[src/rtl/sfr_pkg.sv]
// Shared types and constants of the sensor frame receiver.
package sfr_pkg;

    localparam int unsigned MAX_VALUES_DEF = 8;
    localparam int unsigned VALUE_BITS_DEF = 32;
    localparam int unsigned RUN_DEPTH      = 3;

    localparam logic [1:0] KIND_TX    = 2'd0;
    localparam logic [1:0] KIND_VALUE = 2'd1;
    localparam logic [1:0] KIND_ERROR = 2'd2;

    localparam logic [1:0] CFG_READY_CODE    = 2'd0;
    localparam logic [1:0] CFG_ACK_CODE      = 2'd1;
    localparam logic [1:0] CFG_TIMEOUT_TICKS = 2'd2;

    localparam logic [15:0] TIMEOUT_RESET = 16'd1000;

    typedef enum logic [2:0] {
        PH_IDLE,
        PH_ID,
        PH_COUNT,
        PH_CMD,
        PH_LEN,
        PH_DATA
    } t_phase;

    typedef struct packed {
        logic       mode;
        logic [7:0] rx_byte;
    } t_in_beat;

    typedef struct packed {
        logic [1:0]  kind;
        logic [7:0]  tx_byte;
        logic [7:0]  value_cmd;
        logic [31:0] value_data;
        logic [2:0]  value_index;
        logic        last_of_run;
    } t_out_beat;

    typedef struct packed {
        t_phase      phase;
        logic [7:0]  sender_id;
        logic [7:0]  values_left;
        logic [7:0]  value_count;
        logic [7:0]  current_cmd;
        logic [7:0]  bytes_left;
        logic [15:0] idle_ticks;
    } t_frame_state;

    typedef struct packed {
        logic [7:0]  ready_code;
        logic [7:0]  ack_code;
        logic [15:0] timeout_ticks;
    } t_cfg;

endpackage

[src/rtl/sfr_step.sv]
// Next-state and result logic for one received byte or tick.
module sfr_step import sfr_pkg::*; #(
    parameter int unsigned MAX_VALUES = MAX_VALUES_DEF,
    parameter int unsigned VALUE_BITS = VALUE_BITS_DEF
) (
    input  t_cfg                  i_cfg,
    input  t_frame_state          i_state,
    input  logic [VALUE_BITS-1:0] i_acc,
    input  t_in_beat              i_beat,
    output t_frame_state          o_state,
    output logic [VALUE_BITS-1:0] o_acc,
    output t_out_beat             o_res [RUN_DEPTH],
    output logic [1:0]            o_count
);

    function automatic t_out_beat mk_result(input logic [1:0] kind, input logic [7:0] tx,
                                            input logic [7:0] cmd, input logic [31:0] data,
                                            input logic [2:0] idx);
        t_out_beat r;
        r.kind        = kind;
        r.tx_byte     = tx;
        r.value_cmd   = cmd;
        r.value_data  = data;
        r.value_index = idx;
        r.last_of_run = 1'b0;
        return r;
    endfunction

    logic [15:0] ticks;
    logic [15:0] limit;
    logic        finish;
    logic        send_ack;

    always_comb begin
        o_state  = i_state;
        o_acc    = i_acc;
        for (int k = 0; k < RUN_DEPTH; k++) begin
            o_res[k] = '0;
        end
        o_count  = 2'd0;
        finish   = 1'b0;
        send_ack = 1'b0;
        ticks    = 16'(i_state.idle_ticks + 16'd1);
        limit    = (i_cfg.timeout_ticks == 16'd0) ? 16'd1 : i_cfg.timeout_ticks;

        if (i_beat.mode) begin
            if (i_state.phase != PH_IDLE) begin
                o_state.idle_ticks = ticks;
                if (ticks >= limit) begin
                    o_res[o_count]     = mk_result(KIND_ERROR, 8'd0, 8'd0, 32'd0, 3'd0);
                    o_count            = 2'(o_count + 2'd1);
                    o_state.phase      = PH_IDLE;
                    o_state.idle_ticks = 16'd0;
                end
            end
        end else begin
            o_state.idle_ticks = 16'd0;
            case (i_state.phase)
                PH_IDLE: begin
                    if (i_beat.rx_byte == i_cfg.ready_code) begin
                        o_state.phase = PH_ID;
                    end
                end
                PH_ID: begin
                    o_state.sender_id = i_beat.rx_byte;
                    o_state.phase     = PH_COUNT;
                end
                PH_COUNT: begin
                    o_state.values_left = i_beat.rx_byte;
                    o_state.value_count = 8'd0;
                    o_res[o_count] = mk_result(KIND_TX, i_state.sender_id, 8'd0, 32'd0, 3'd0);
                    o_count        = 2'(o_count + 2'd1);
                    if (i_beat.rx_byte == 8'd0) begin
                        send_ack = 1'b1;
                    end else begin
                        o_state.phase = PH_CMD;
                    end
                end
                PH_CMD: begin
                    o_state.current_cmd = i_beat.rx_byte;
                    o_state.phase       = PH_LEN;
                end
                PH_LEN: begin
                    o_state.bytes_left = i_beat.rx_byte;
                    o_acc              = '0;
                    if (i_beat.rx_byte == 8'd0) begin
                        finish = 1'b1;
                    end else begin
                        o_state.phase = PH_DATA;
                    end
                end
                PH_DATA: begin
                    o_acc              = VALUE_BITS'({i_acc, i_beat.rx_byte});
                    o_state.bytes_left = 8'(i_state.bytes_left - 8'd1);
                    if (o_state.bytes_left == 8'd0) begin
                        finish = 1'b1;
                    end
                end
                default: begin
                    o_state.phase = PH_IDLE;
                end
            endcase
        end

        // A completed value is reported only while it fits the store limit.
        if (finish) begin
            if (o_state.value_count < 8'(MAX_VALUES)) begin
                o_res[o_count] = mk_result(KIND_VALUE, 8'd0, o_state.current_cmd,
                                           32'(o_acc), o_state.value_count[2:0]);
                o_count        = 2'(o_count + 2'd1);
            end
            o_state.value_count = 8'(o_state.value_count + 8'd1);
            o_state.values_left = 8'(o_state.values_left - 8'd1);
            if (o_state.values_left == 8'd0) begin
                send_ack = 1'b1;
            end else begin
                o_state.phase = PH_CMD;
            end
        end

        if (send_ack) begin
            o_res[o_count] = mk_result(KIND_TX, i_cfg.ack_code, 8'd0, 32'd0, 3'd0);
            o_count        = 2'(o_count + 2'd1);
            o_res[o_count] = mk_result(KIND_TX, o_state.sender_id, 8'd0, 32'd0, 3'd0);
            o_count        = 2'(o_count + 2'd1);
            o_state.phase  = PH_IDLE;
        end

        if (o_count != 2'd0) begin
            o_res[2'(o_count - 2'd1)].last_of_run = 1'b1;
        end
    end

endmodule

[src/rtl/sensor_frame_receiver_unit.sv]
// Top level of the sensor frame receiver: state, configuration and result buffer.
//
// Usage: each input beat on i_in_* is either one received radio byte (mode 0) or
// one millisecond tick (mode 1). A beat is taken at a clock edge where i_in_valid
// is high and o_in_stall is low. Results leave on o_out_* one beat at a time and
// are taken where o_out_valid is high and i_out_stall is low; one input beat gives
// zero to three results, the final one marked by last_of_run.
// Results are registered: the results of a beat appear in the cycle after it is taken.
// Throughput is one input beat per cycle while beats give at most one result each and
// the output does not stall; a beat that gives two or three results holds the input
// off until its last result leaves, as the three-entry buffer drains one beat per cycle.
// The configuration channel (ready code, ack code, timeout) is always ready and
// should be written only while no frame traffic is in flight.
// When the receiver stalls, the current result beat holds and the input side is
// stalled once the buffer cannot take a new run; nothing is lost.
// Reset is synchronous and active low: the frame parser returns to idle, the
// result buffer empties and the registers return to ready 0, ack 0, timeout 1000.
module sensor_frame_receiver_unit import sfr_pkg::*; #(
    parameter int unsigned MAX_VALUES = MAX_VALUES_DEF,
    parameter int unsigned VALUE_BITS = VALUE_BITS_DEF
) (
    input  logic      i_clk,
    input  logic      i_rst_n,
    input  logic      i_in_valid,
    input  t_in_beat  i_in_data,
    output logic      o_in_stall,
    output logic      o_out_valid,
    output t_out_beat o_out_data,
    input  logic      i_out_stall,
    input  logic      i_cfg_valid,
    input  logic [1:0] i_cfg_index,
    input  logic [15:0] i_cfg_data,
    output logic      o_cfg_ready
);

    t_cfg                  r_cfg;
    t_frame_state          r_state;
    t_frame_state          n_state;
    logic [VALUE_BITS-1:0] r_acc;
    logic [VALUE_BITS-1:0] n_acc;
    t_out_beat             r_res [RUN_DEPTH];
    t_out_beat             n_res [RUN_DEPTH];
    logic [1:0]            n_count;
    logic [1:0]            r_pos;
    logic [1:0]            r_left;
    logic                  in_take;
    logic                  out_take;

    // Registers are plain flops, so a write can be taken in every cycle.
    assign o_cfg_ready = 1'b1;

    assign o_out_valid = (r_left != 2'd0);
    assign o_out_data  = r_res[r_pos];
    assign out_take    = o_out_valid && !i_out_stall;

    // A new beat may enter when the buffer is empty or hands over its last result now.
    assign o_in_stall = !((r_left == 2'd0) || ((r_left == 2'd1) && !i_out_stall));
    assign in_take    = i_in_valid && !o_in_stall;

    sfr_step #(
        .MAX_VALUES(MAX_VALUES),
        .VALUE_BITS(VALUE_BITS)
    ) u_step (
        .i_cfg   (r_cfg),
        .i_state (r_state),
        .i_acc   (r_acc),
        .i_beat  (i_in_data),
        .o_state (n_state),
        .o_acc   (n_acc),
        .o_res   (n_res),
        .o_count (n_count)
    );

    always_ff @(posedge i_clk) begin
        if (!i_rst_n) begin
            r_cfg.ready_code    <= 8'd0;
            r_cfg.ack_code      <= 8'd0;
            r_cfg.timeout_ticks <= TIMEOUT_RESET;
        end else if (i_cfg_valid && o_cfg_ready) begin
            case (i_cfg_index)
                CFG_READY_CODE:    r_cfg.ready_code    <= i_cfg_data[7:0];
                CFG_ACK_CODE:      r_cfg.ack_code      <= i_cfg_data[7:0];
                CFG_TIMEOUT_TICKS: r_cfg.timeout_ticks <= i_cfg_data;
                default: begin
                end
            endcase
        end
    end

    always_ff @(posedge i_clk) begin
        if (!i_rst_n) begin
            r_state <= '{phase: PH_IDLE, default: '0};
            r_acc   <= '0;
        end else if (in_take) begin
            r_state <= n_state;
            r_acc   <= n_acc;
        end
    end

    // Result buffer: a run is loaded whole and then read out in order.
    always_ff @(posedge i_clk) begin
        if (!i_rst_n) begin
            r_pos  <= 2'd0;
            r_left <= 2'd0;
        end else if (in_take && (n_count != 2'd0)) begin
            r_pos  <= 2'd0;
            r_left <= n_count;
        end else if (out_take) begin
            r_pos  <= 2'(r_pos + 2'd1);
            r_left <= 2'(r_left - 2'd1);
        end
    end

    always_ff @(posedge i_clk) begin
        if (in_take && (n_count != 2'd0)) begin
            r_res <= n_res;
        end
    end

    // The read position plus the results still to go never passes the buffer depth.
    a_buf_bound: assert property (@(posedge i_clk) disable iff (!i_rst_n)
        (3'(r_pos) + 3'(r_left)) <= 3'(RUN_DEPTH))
        else $error("result buffer position out of range");

    // Only the final result of a run carries the last_of_run mark.
    a_last_mark: assert property (@(posedge i_clk) disable iff (!i_rst_n)
        o_out_valid |-> (o_out_data.last_of_run == (r_left == 2'd1)))
        else $error("last_of_run does not match the end of the run");

    // A timeout error is shown only once the parser has dropped back to idle.
    a_err_idle: assert property (@(posedge i_clk) disable iff (!i_rst_n)
        (o_out_valid && (o_out_data.kind == KIND_ERROR)) |-> (r_state.phase == PH_IDLE))
        else $error("frame error shown while a frame is still open");

    // Loading a run while old results wait would drop them.
    a_no_overrun: assert property (@(posedge i_clk) disable iff (!i_rst_n)
        (in_take && (r_left > 2'd1)) |-> 1'b0)
        else $error("input taken while the result buffer still holds a run");

endmodule
[config.mk]
export PLATFORM = sky130hd
export DESIGN_NAME = sensor_frame_receiver_unit
export DESIGN_NICKNAME = d
export VERILOG_FILES = /design/src/rtl/sfr_pkg.sv /design/src/rtl/sfr_step.sv /design/src/rtl/sensor_frame_receiver_unit.sv
export SDC_FILE = /design/constraint.sdc
export NUM_CORES = 1
export LEC_CHECK = 0
export ABC_AREA = 1
export BUFFER_PORTS_ARGS = -buffer_cell sky130_fd_sc_hd__buf_2
export CORE_ASPECT_RATIO = 1.1
export CORE_UTILIZATION = 40
export DETAILED_ROUTE_END_ITERATION = 12
export MAX_ROUTING_LAYER = met4
export SYNTH_ARGS = -nofsm -noshare
export SYNTH_HDL_FRONTEND = slang
export SYNTH_HIERARCHICAL = 1
export SYNTH_SLANG_ARGS = --single-unit
[constraint.sdc]
create_clock -name i_clk -period 12.9 [get_ports i_clk]
set_clock_uncertainty 0.1 [all_clocks]
set_input_delay 0.645 -clock i_clk [delete_from_list [all_inputs] [get_ports i_clk]]
set_output_delay 0.645 -clock i_clk [all_outputs]
set_load 0.01 [all_outputs]
* Yosys cells after proc, flatten, opt, wreduce, memory -nomap -nowiden
Index checks and enable logic that the tools add are counted.
Storage, ports and cells: bits in registers 289, bits of input ports 32, output and inout bits 57
Operators by class: $add $sub $neg 10, magnitude comparators 11, equality and inequality tests 10, multiplexer cells 62, bitwise operators 7, reductions and logical operators 29
Operator list (number):
- $bwmux 162 | 4
- $mux 162 | 4
- $demux 54 s2 | 4
- $mux 54 | 8
- $bmux 54 s2 | 1
- $mux 16 | 6
- $pmux 32 s2 | 1
- $mux 52 | 1
- $mux 40 | 1
- $mux 32 | 1
- $mux 3 | 9
- $logic_not 8->1 | 3
- $pmux 3 s6 | 1
- $add 16x1->16 const B | 1
- $ge 16x16->1 | 1
- $logic_not 16->1 | 1
- $mux 8 | 2
- $pmux 8 s2 | 1
- $sub 8x1->8 const B | 2
- $ge 3x3->1 const B | 5
- $not 2->3 | 5
- $mux 2 | 7
- $lt 3x1->1 const B | 4
- $mux 1 | 10
- 23 further kinds | 46

* Longest topological paths before layout
Gate-level depths: netlist of run 1.
depth in word-level cells 20, depth in mapped cells 28, gate-level depth less buffers 27

* Modules after synthesis
Netlist of run 1, hierarchy kept.
Modules (own cells, without submodules):
- sensor_frame_receiver_unit | times used 1, cells each 991, area each 10644.0 um2, sequential area each 7407.1 um2
- sfr_step | times used 1, cells each 911, area each 4738.3 um2, sequential area each 0.0 um2

* Worst setup path after synthesis of run 1
No wires, ideal clock.
kind flip-flop to flip-flop, start register r_state[0] (netlist name), end register r_res[0] (netlist name), enable pin, library setup time 0.514 ns, data arrival time 6.558 ns, data required time 12.286 ns, slack 5.728 ns, stages on the path, launching flop included 24, clock period less this slack 7.172 ns, path through dfxtp_1 > nand3_1 > nor2_1 > nand4_1 > nor2_1 > nand2_1 > nor3_1 > nand3_1 > xnor2_1 > ha_1 > a21oi_1 > o21ai_0 > nor2_1 > nand2_1 > a21oi_4 > inv_1 > ha_1 > nand3_1 > nand2_1 > buf_2 > inv_1 > nand2_1 > nand3_1 > inv_1
On the way: longest elaborated chain between the ends 13
RTL lines:
- start, declared | RTL line sensor_frame_receiver_unit.sv:37 | t_frame_state r_state;
- start signal, assigned | RTL line sensor_frame_receiver_unit.sv:95 | r_state <= n_state;
- $add 16x1->16 (*) | RTL line sfr_step.sv:43 | ticks = 16'(i_state.idle_ticks + 16'd1);
- $ge 16x16->1 (*) | RTL line sfr_step.sv:49 | if (ticks >= limit) begin
- $mux 1 (*) | RTL line sfr_step.sv:49
- $mux 2 (*) | RTL line sfr_step.sv:47 | if (i_state.phase != PH_IDLE) begin
- $mux 2 (*) | RTL line sfr_step.sv:46 | if (i_beat.mode) begin
- $add 2x1->2 | RTL line sfr_step.sv:110 | o_count = 2'(o_count + 2'd1);
- $mux 2 | RTL line sfr_step.sv:107 | if (o_state.value_count < 8'(MAX_VALUES)) begin
- $mux 2 (*) | RTL line sfr_step.sv:106 | if (finish) begin
- $add 2x1->2 | RTL line sfr_step.sv:123 | o_count = 2'(o_count + 2'd1);
- $add 2x1->2 | RTL line sfr_step.sv:125 | o_count = 2'(o_count + 2'd1);
- $mux 2 (*) | RTL line sfr_step.sv:121 | if (send_ack) begin
- named net n_count[0] | RTL line sensor_frame_receiver_unit.sv:43 | logic [1:0] n_count;
- $reduce_bool 2->1 (*) | RTL line sensor_frame_receiver_unit.sv:115 | if (in_take && (n_count != 2'd0)) begin
- $logic_and 1x1->1 (*) | RTL line sensor_frame_receiver_unit.sv:115
- end signal, assigned | RTL line sensor_frame_receiver_unit.sv:116 | r_res <= n_res;
- end, declared | RTL line sensor_frame_receiver_unit.sv:41 | t_out_beat r_res [RUN_DEPTH];
The timed path passes the listed nets; every way through them passes the cells marked *. A chain may end at the register's enable or synchronous reset.

* Worst setup path after layout of run 1
start register r_state[0] (netlist name), end register r_res[138] (netlist name), enable pin
The elaborated chain is that of the path after synthesis.

==> reports/results.tsv, run 1 <==
metric	value	unit
GPL Wtd Cong	0.8936	
worst reg-to-reg path cell count	24	
post-synthesis cell count	1902	
Avg Inst Size Synth	8.087	sq um
number of synthesized register bits	289	
headroom to the max-slew limit	0.2168	
Fmax	151.0	MHz
most common cell after layout, fill and taps aside	nor2_1	
kind of cell adding the most delay to the critical path	simple AND/OR/NAND/NOR gates	
Cell Chain, Critical Path	ha_1 -> nand3_1 -> nor4_1 -> nand3_1 -> nor2_1 -> nand2_1 -> xnor2_1 -> ha_1 -> nand4_1 -> a21oi_1 -> nor2_1 -> nand2_1 -> a21oi_4 -> inv_1 -> ha_1 -> nand3_1 -> inv_1 -> nand3_1 -> nand2_1 -> inv_1 -> nand2_1 -> nand3_1 -> inv_6 -> buf_4	
Unique masters post-synth	44	
critical path's slowest cell	buf_4	
CP endpoint kind	flip-flop	
Tot GR Track Use	0.1891	
Final #Nets	1989	
Fin Hold WS	229.3	ps
PnR Total Power	0.003458	W
antenna-violating nets left	0	
CP Depth	24	
Hold Buf Count CTS	0	
fill count	3725	
Starting Density	0.4102	
Seq/Total Area, Yosys	0.4815	
CTS Buf Count	34	
Yosys top cell area share	0.3163	
Worst Path Buf+Inv	5	
Final Cycle Share	0.5134	
number of synthesized flops with an enable pin	162	
routed wire length	35670	um
Max-Cap Viols	0	
Peak VDD IR	0.1058	mV
Worst Path Max Fanout	83	
area of the die	0.03925	sq mm
Hold WC Path Type	input port to flip-flop	
Critical Path Source	r_state[0]	
most frequent cells in the layout	407 x nor2_1, 270 x nand2_1, 162 x edfxtp_1	
critical path arrival	6650	ps
Post-DP HPWL	23270	um
critical path type	flip-flop to flip-flop	
Post-Place Worst Slack	6297	ps
WP data required	12930	ps
drt first pass iters	5	
reg-to-reg startpoint	r_state[0]	
CTS Sinks	289	
CTS tree	built	
PwrDens	207.8	mW/mm^2
DR DRC count	0	
CP max stage delay	860	ps
worst skew pair latency	520	ps
flop2flop setup slack	6280	ps
core area	0.03750	sq mm
Area Growth Syn to Fin	8.158	%
max-slew violation count	0	
final setup margin	6277	ps
routed length per instance	14.55	um
# resized after CTS	0	
layout cells sized above 1	0.1003	
Iteration-0 DRC Markers	974	
Max Buffers Root-to-Sink	3	
DIE HEIGHT	207.7	um
I/O pin count	89	
clock root buffer	clkbuf_16	
outcome	finished, final reports clean	
vias in the first global route	11590	
first-pass GRT wire length	59000	um
Worst-path clk slew	50	ps
top cells by area, synth	edfxtp_1 32%, dfxtp_1 17%, nor2_1 9.9%	
CP endpoint	r_res[138]	
initial antenna violation count	2	
Cell Area, Synth	0.01538	sq mm
final setup fails	0	
ys flop type	edfxtp_1	
multi-input logic area	0.006391	sq mm
largest area contributor in the netlist	edfxtp_1	
final hold vios	0	
Vias	12240	
Post-CTS Setup Inserts	0	
GRT Residual Overflow	0	
Worst Tran Pin Value	1172	ps
reg2reg end	r_res[138]	
input/output buffers	87	
synth warn	6	
Reg area	0.007412	sq mm
most used cell, CP	nand3_1	
unrepaired setup endpoints after global routing	no	
detail-routed via count per cell	4.996	
CP startpoint kind	flip-flop	
leakage	6.904	nW
Async S/R FF share, synth	0	
# rows	74	
die span in x	189.0	um
H-tree Lvls	2	
Period minus WS final	6623	ps
setup_tns	0	ps
largest net degree at the start of global routing	93	
[cell families (layout without fill, tap and decap cells)]
family / Yosys count / in the layout / synth area share
AND/OR/NAND/NOR: 878 / 878 / 0.2375
buffers and inverters: 367 / 332 / 0.1245
AO/OA/AOI/OAI: 313 / 313 / 0.1195
flip-flops: 289 / 289 / 0.4815
XOR/XNOR: 27 / 27 / 0.01537
adder cells (fa/ha/maj): 26 / 26 / 0.02115
other: 2 / 92 / 0.0004882
[cells in the mapped netlist, drive strengths merged, types with 7 or more instances]
cell / number
nor3: 8
o31ai: 54
dfxtp: 127
nand4: 16
o22ai: 40
buf: 149
a21oi: 40
edfxtp: 162
ha: 26
o21ai: 157
xnor2: 9
nor2: 425
nand2: 280
o21a: 7
clkbuf: 42
nand3: 142
xor2: 18
inv: 173
o221ai: 7
[sequential cells by signal, indices dropped and copies added (netlist names)]
name / cells
r_state: 59
r_res: 162
r_left: 2
r_cfg: 32
r_acc: 32
r_pos: 2
[routing by layer]
layer	track usage	part of all wire
met1	0.2522	0.47
met2	0.2934	0.45
met3	0.03161	0.056
met4	0.05701	0.023
met5	-	0
[where the power goes]
group          total [W]  switching [W]  internal (W)
Sequential       0.00129       0.000104       0.00119
Combinational    0.00126       0.000860      0.000402
Clock           0.000905       0.000377      0.000529
Total            0.00346        0.00134       0.00212
[tightest hold or removal path, cell delays in order]
cell and delay [ps]:
buf_2 70, nand2_1 40, nand3_1 50
[worst min path at each step]
| stage | start | endpoint | slack [ps] | cells past startpoint |
|---|---|---|---|---|
| detailed placement | r_cfg[8] | r_cfg[8] | 360 | 2 |
| floorplan | r_cfg[5] | r_cfg[5] | 340 | 2 |
| finish | i_cfg_data[9] | r_cfg[9] | 230 | 3 |
| CTS | i_cfg_data[9] | r_cfg[9] | 210 | 3 |
| global placement | r_cfg[9] | r_cfg[9] | 360 | 2 |
| global route | i_cfg_data[9] | r_cfg[9] | 240 | 3 |
[through the flow]
| stage | std cells | cell area (sq um) | utilization |
|---|---|---|---|
| after floorplan | 1990 | 15710 | - |
| after global placement | 2389 | 15590 | 0.4158 |
| after detailed placement | 2389 | 15590 | 0.4158 |
| after CTS | 2449 | 16630 | 0.4435 |
| after global routing | 2451 | 16640 | 0.4437 |
| final | 2451 | 16640 | 0.4437 |
[layout make-up]
cell class / count / share of cell area
Multi-Input combinational cell: 1334 / 0.3841
Inverter: 176 / 0.04016
Timing Repair Buffer: 96 / 0.03023
Antenna cell: 2 / 0.0003008
Tap cell: 494 / 0.03715
Clock inverter: 10 / 0.003459
Sequential cell: 289 / 0.4455
Clock buffer: 50 / 0.05904
Note: power is estimated with default switching activity, not from simulation.
==> run 2, diff against run 1 <==
- clock period: 12.9 -> 6.13 ns (I/O delays scaled with it)
==> run 2 against run 1 <==
  * Power grew 110%
  * Fmax grew 20%
  * Sequential power up 110%
  * Wire length is 0.47% lower
==> reports/results.tsv, run 2 (synthesis results as in run 1) <==
metric	value	unit	change
CTS Sinks	289		unchanged
first-pass GRT wire length	58090	um	was 59000 um
I/O pin count	89		unchanged
CTS tree	built		unchanged
final hold vios	0		unchanged
DIE HEIGHT	207.7	um	unchanged
Worst Path Max Fanout	51		was 83
Pint	0.004590	W	was 0.002117 W
headroom to the max-slew limit	0.2090		was 0.2168
Period minus WS final	5505	ps	was 6623 ps
GRT Residual Overflow	0		unchanged
net load switching power	0.002840	W	was 0.001341 W
Starting Density	0.4102		unchanged
DR DRC count	0		unchanged
Hold WC Path Type	input port to flip-flop		unchanged
detail-routed via count per cell	4.878		was 4.996
Max-Cap Viols	0		unchanged
Finished Cell Area	0.01698	sq mm	was 0.01664 sq mm
Worst Tran Pin Value	1184	ps	was 1172 ps
CTS Buf Count	34		unchanged
Clock power frac	0.271		was 0.262
largest net degree at the start of global routing	110		was 93
# resized after CTS	0		unchanged
fill count	3705		was 3725
GPL Wtd Cong	0.8639		was 0.8936
Area Growth Syn to Fin	10.40	%	was 8.158%
reg-to-reg startpoint	r_state[0]		unchanged
sequential power share	0.367		was 0.373
most common cell after layout, fill and taps aside	nor2_1		unchanged
Post-DP HPWL	23120	um	was 23270 um
final setup fails	0		unchanged
unrepaired setup endpoints after global routing	no		unchanged
drt first pass iters	5		unchanged
Post-CTS Setup Inserts	0		unchanged
Tot GR Track Use	0.1868		was 0.1891
# rows	74		unchanged
Post-Place Worst Slack	629.4	ps	was 6297 ps
die span in x	189.0	um	unchanged
critical path's slowest cell	clkinvlp_4		was buf_4
Max Buffers Root-to-Sink	3		unchanged
critical path arrival	5640	ps	was 6650 ps
CP endpoint kind	flip-flop		unchanged
max reg flops	162		unchanged
setup_tns	0	ps	unchanged
final setup margin	625.0	ps	was 6277 ps
Placed Instance Area	0.01570	sq mm	was 0.01559 sq mm
vias in the first global route	11390		was 11590
WP data required	6270	ps	was 12930 ps
PwrDens	437.5	mW/mm^2	was 207.8 mW/mm^2
Iteration-0 DRC Markers	817		was 974
Worst-path clk slew	60	ps	was 50 ps
area of the die	0.03925	sq mm	unchanged
critical path type	flip-flop to flip-flop		unchanged
Vias	12050		was 12240
antenna-violating nets left	0		unchanged
worst reg-to-reg path cell count	25		was 24
max-slew violation count	0		unchanged
Top reg by flops	r_res		unchanged
Final Cycle Share	0.8981		was 0.5134
Reg area	0.007416	sq mm	was 0.007412 sq mm
routed length per instance	14.37	um	was 14.55 um
Peak VDD IR	0.2455	mV	was 0.1058 mV
clock root buffer	clkbuf_16		unchanged
input/output buffers	87		unchanged
core area	0.03750	sq mm	unchanged
layout cells sized above 1	0.1074		was 0.1003
most used cell, CP	nand3_2		was nand3_1
CP max stage delay	610	ps	was 860 ps
reg2reg end	r_res[132]		was r_res[138]
leakage	7.023	nW	was 6.904 nW
Hold Buf Count CTS	16		was 0
Net Sw Frac	0.3822		was 0.3878
routed wire length	35500	um	was 35670 um
worst skew pair latency	520	ps	about the same
H-tree Lvls	2		unchanged
flop2flop setup slack	620	ps	was 6280 ps
Critical Path Source	r_state[0]		unchanged
Fmax	181.7	MHz	was 151.0 MHz
multi-input logic area	0.006435	sq mm	was 0.006391 sq mm
Combinational Power Share	0.362		was 0.365
CP startpoint kind	flip-flop		unchanged
Final #Nets	2008		was 1989
initial antenna violation count	2		unchanged
outcome	finished, final reports clean		unchanged
most frequent cells in the layout	406 x nor2_1, 268 x nand2_1, 162 x edfxtp_1		was 407 x nor2_1, 270 x nand2_1, 162 x edfxtp_1
Largest regs	r_res x162, r_state x59		unchanged
CP endpoint	r_res[132]		was r_res[138]
[run 2: routing by layer]
| layer | global-route usage | part of all wire | vias to the layer above |
|---|---|---|---|
| li1 | - | - | 6215 |
| met3 | 0.02942 | 0.045 | 52 |
| met4 | 0.05478 | 0.020 | 0 |
| met1 | 0.2462 | 0.48 | 5563 |
| met5 | - | 0 | - |
| met2 | 0.2953 | 0.46 | 219 |
[run 2: worst max-delay path: cells and delay by family, from the launching register on]
| family | cells | cell delay, ps |
|---|---|---|
| xor+xnor | 1 | 240 |
| simple gates | 14 | 1950 |
| flops | 1 | 380 |
| compound gates | 3 | 550 |
| buf+inv | 5 | 1450 |
| fa+ha+maj | 2 | 490 |
[run 2: worst min path at each step]
stage,cells after the start,to,start
finish,5,r_pos[1],i_out_stall
global route,5,r_pos[1],i_out_stall
CTS,5,r_pos[1],i_out_stall
detailed placement,2,r_cfg[9],r_cfg[9]
global placement,2,r_cfg[10],r_cfg[10]
floorplan,2,r_cfg[3],i_cfg_data[3]
[run 2: per-stage QoR]
step,std cells,total power [W],utilization,hold slack (ps)
finish,2470,0.007430,0.4529,72.04
global route,2470,0.007988,0.4529,77.69
CTS,2468,0.007503,0.4528,54.41
detailed placement,2392,0.005447,0.4187,355.9
global placement,2392,0.005389,0.4187,355.7
floorplan,1990,0.004869,-,319.7
[run 2: layout make-up]
class	instances	share of cell area
Tap cell	494	0.03640
Multi-Input combinational cell	1334	0.3789
Inverter	176	0.03927
Clock inverter	15	0.01024
Antenna cell	2	0.0002947
Sequential cell	289	0.4367
Timing Repair Buffer	115	0.04258
Clock buffer	45	0.05563
[run 2: power by group through the flow]
stage	Clock [W]	Sequential, W	Combinational (W)
after CTS	0.00207	0.00273	0.00270
after global placement	0	0.00275	0.00264
after floorplan	0	0.00271	0.00216
final	0.00201	0.00273	0.00269
after global routing	0.00215	0.00278	0.00306
after detailed placement	0	0.00277	0.00268
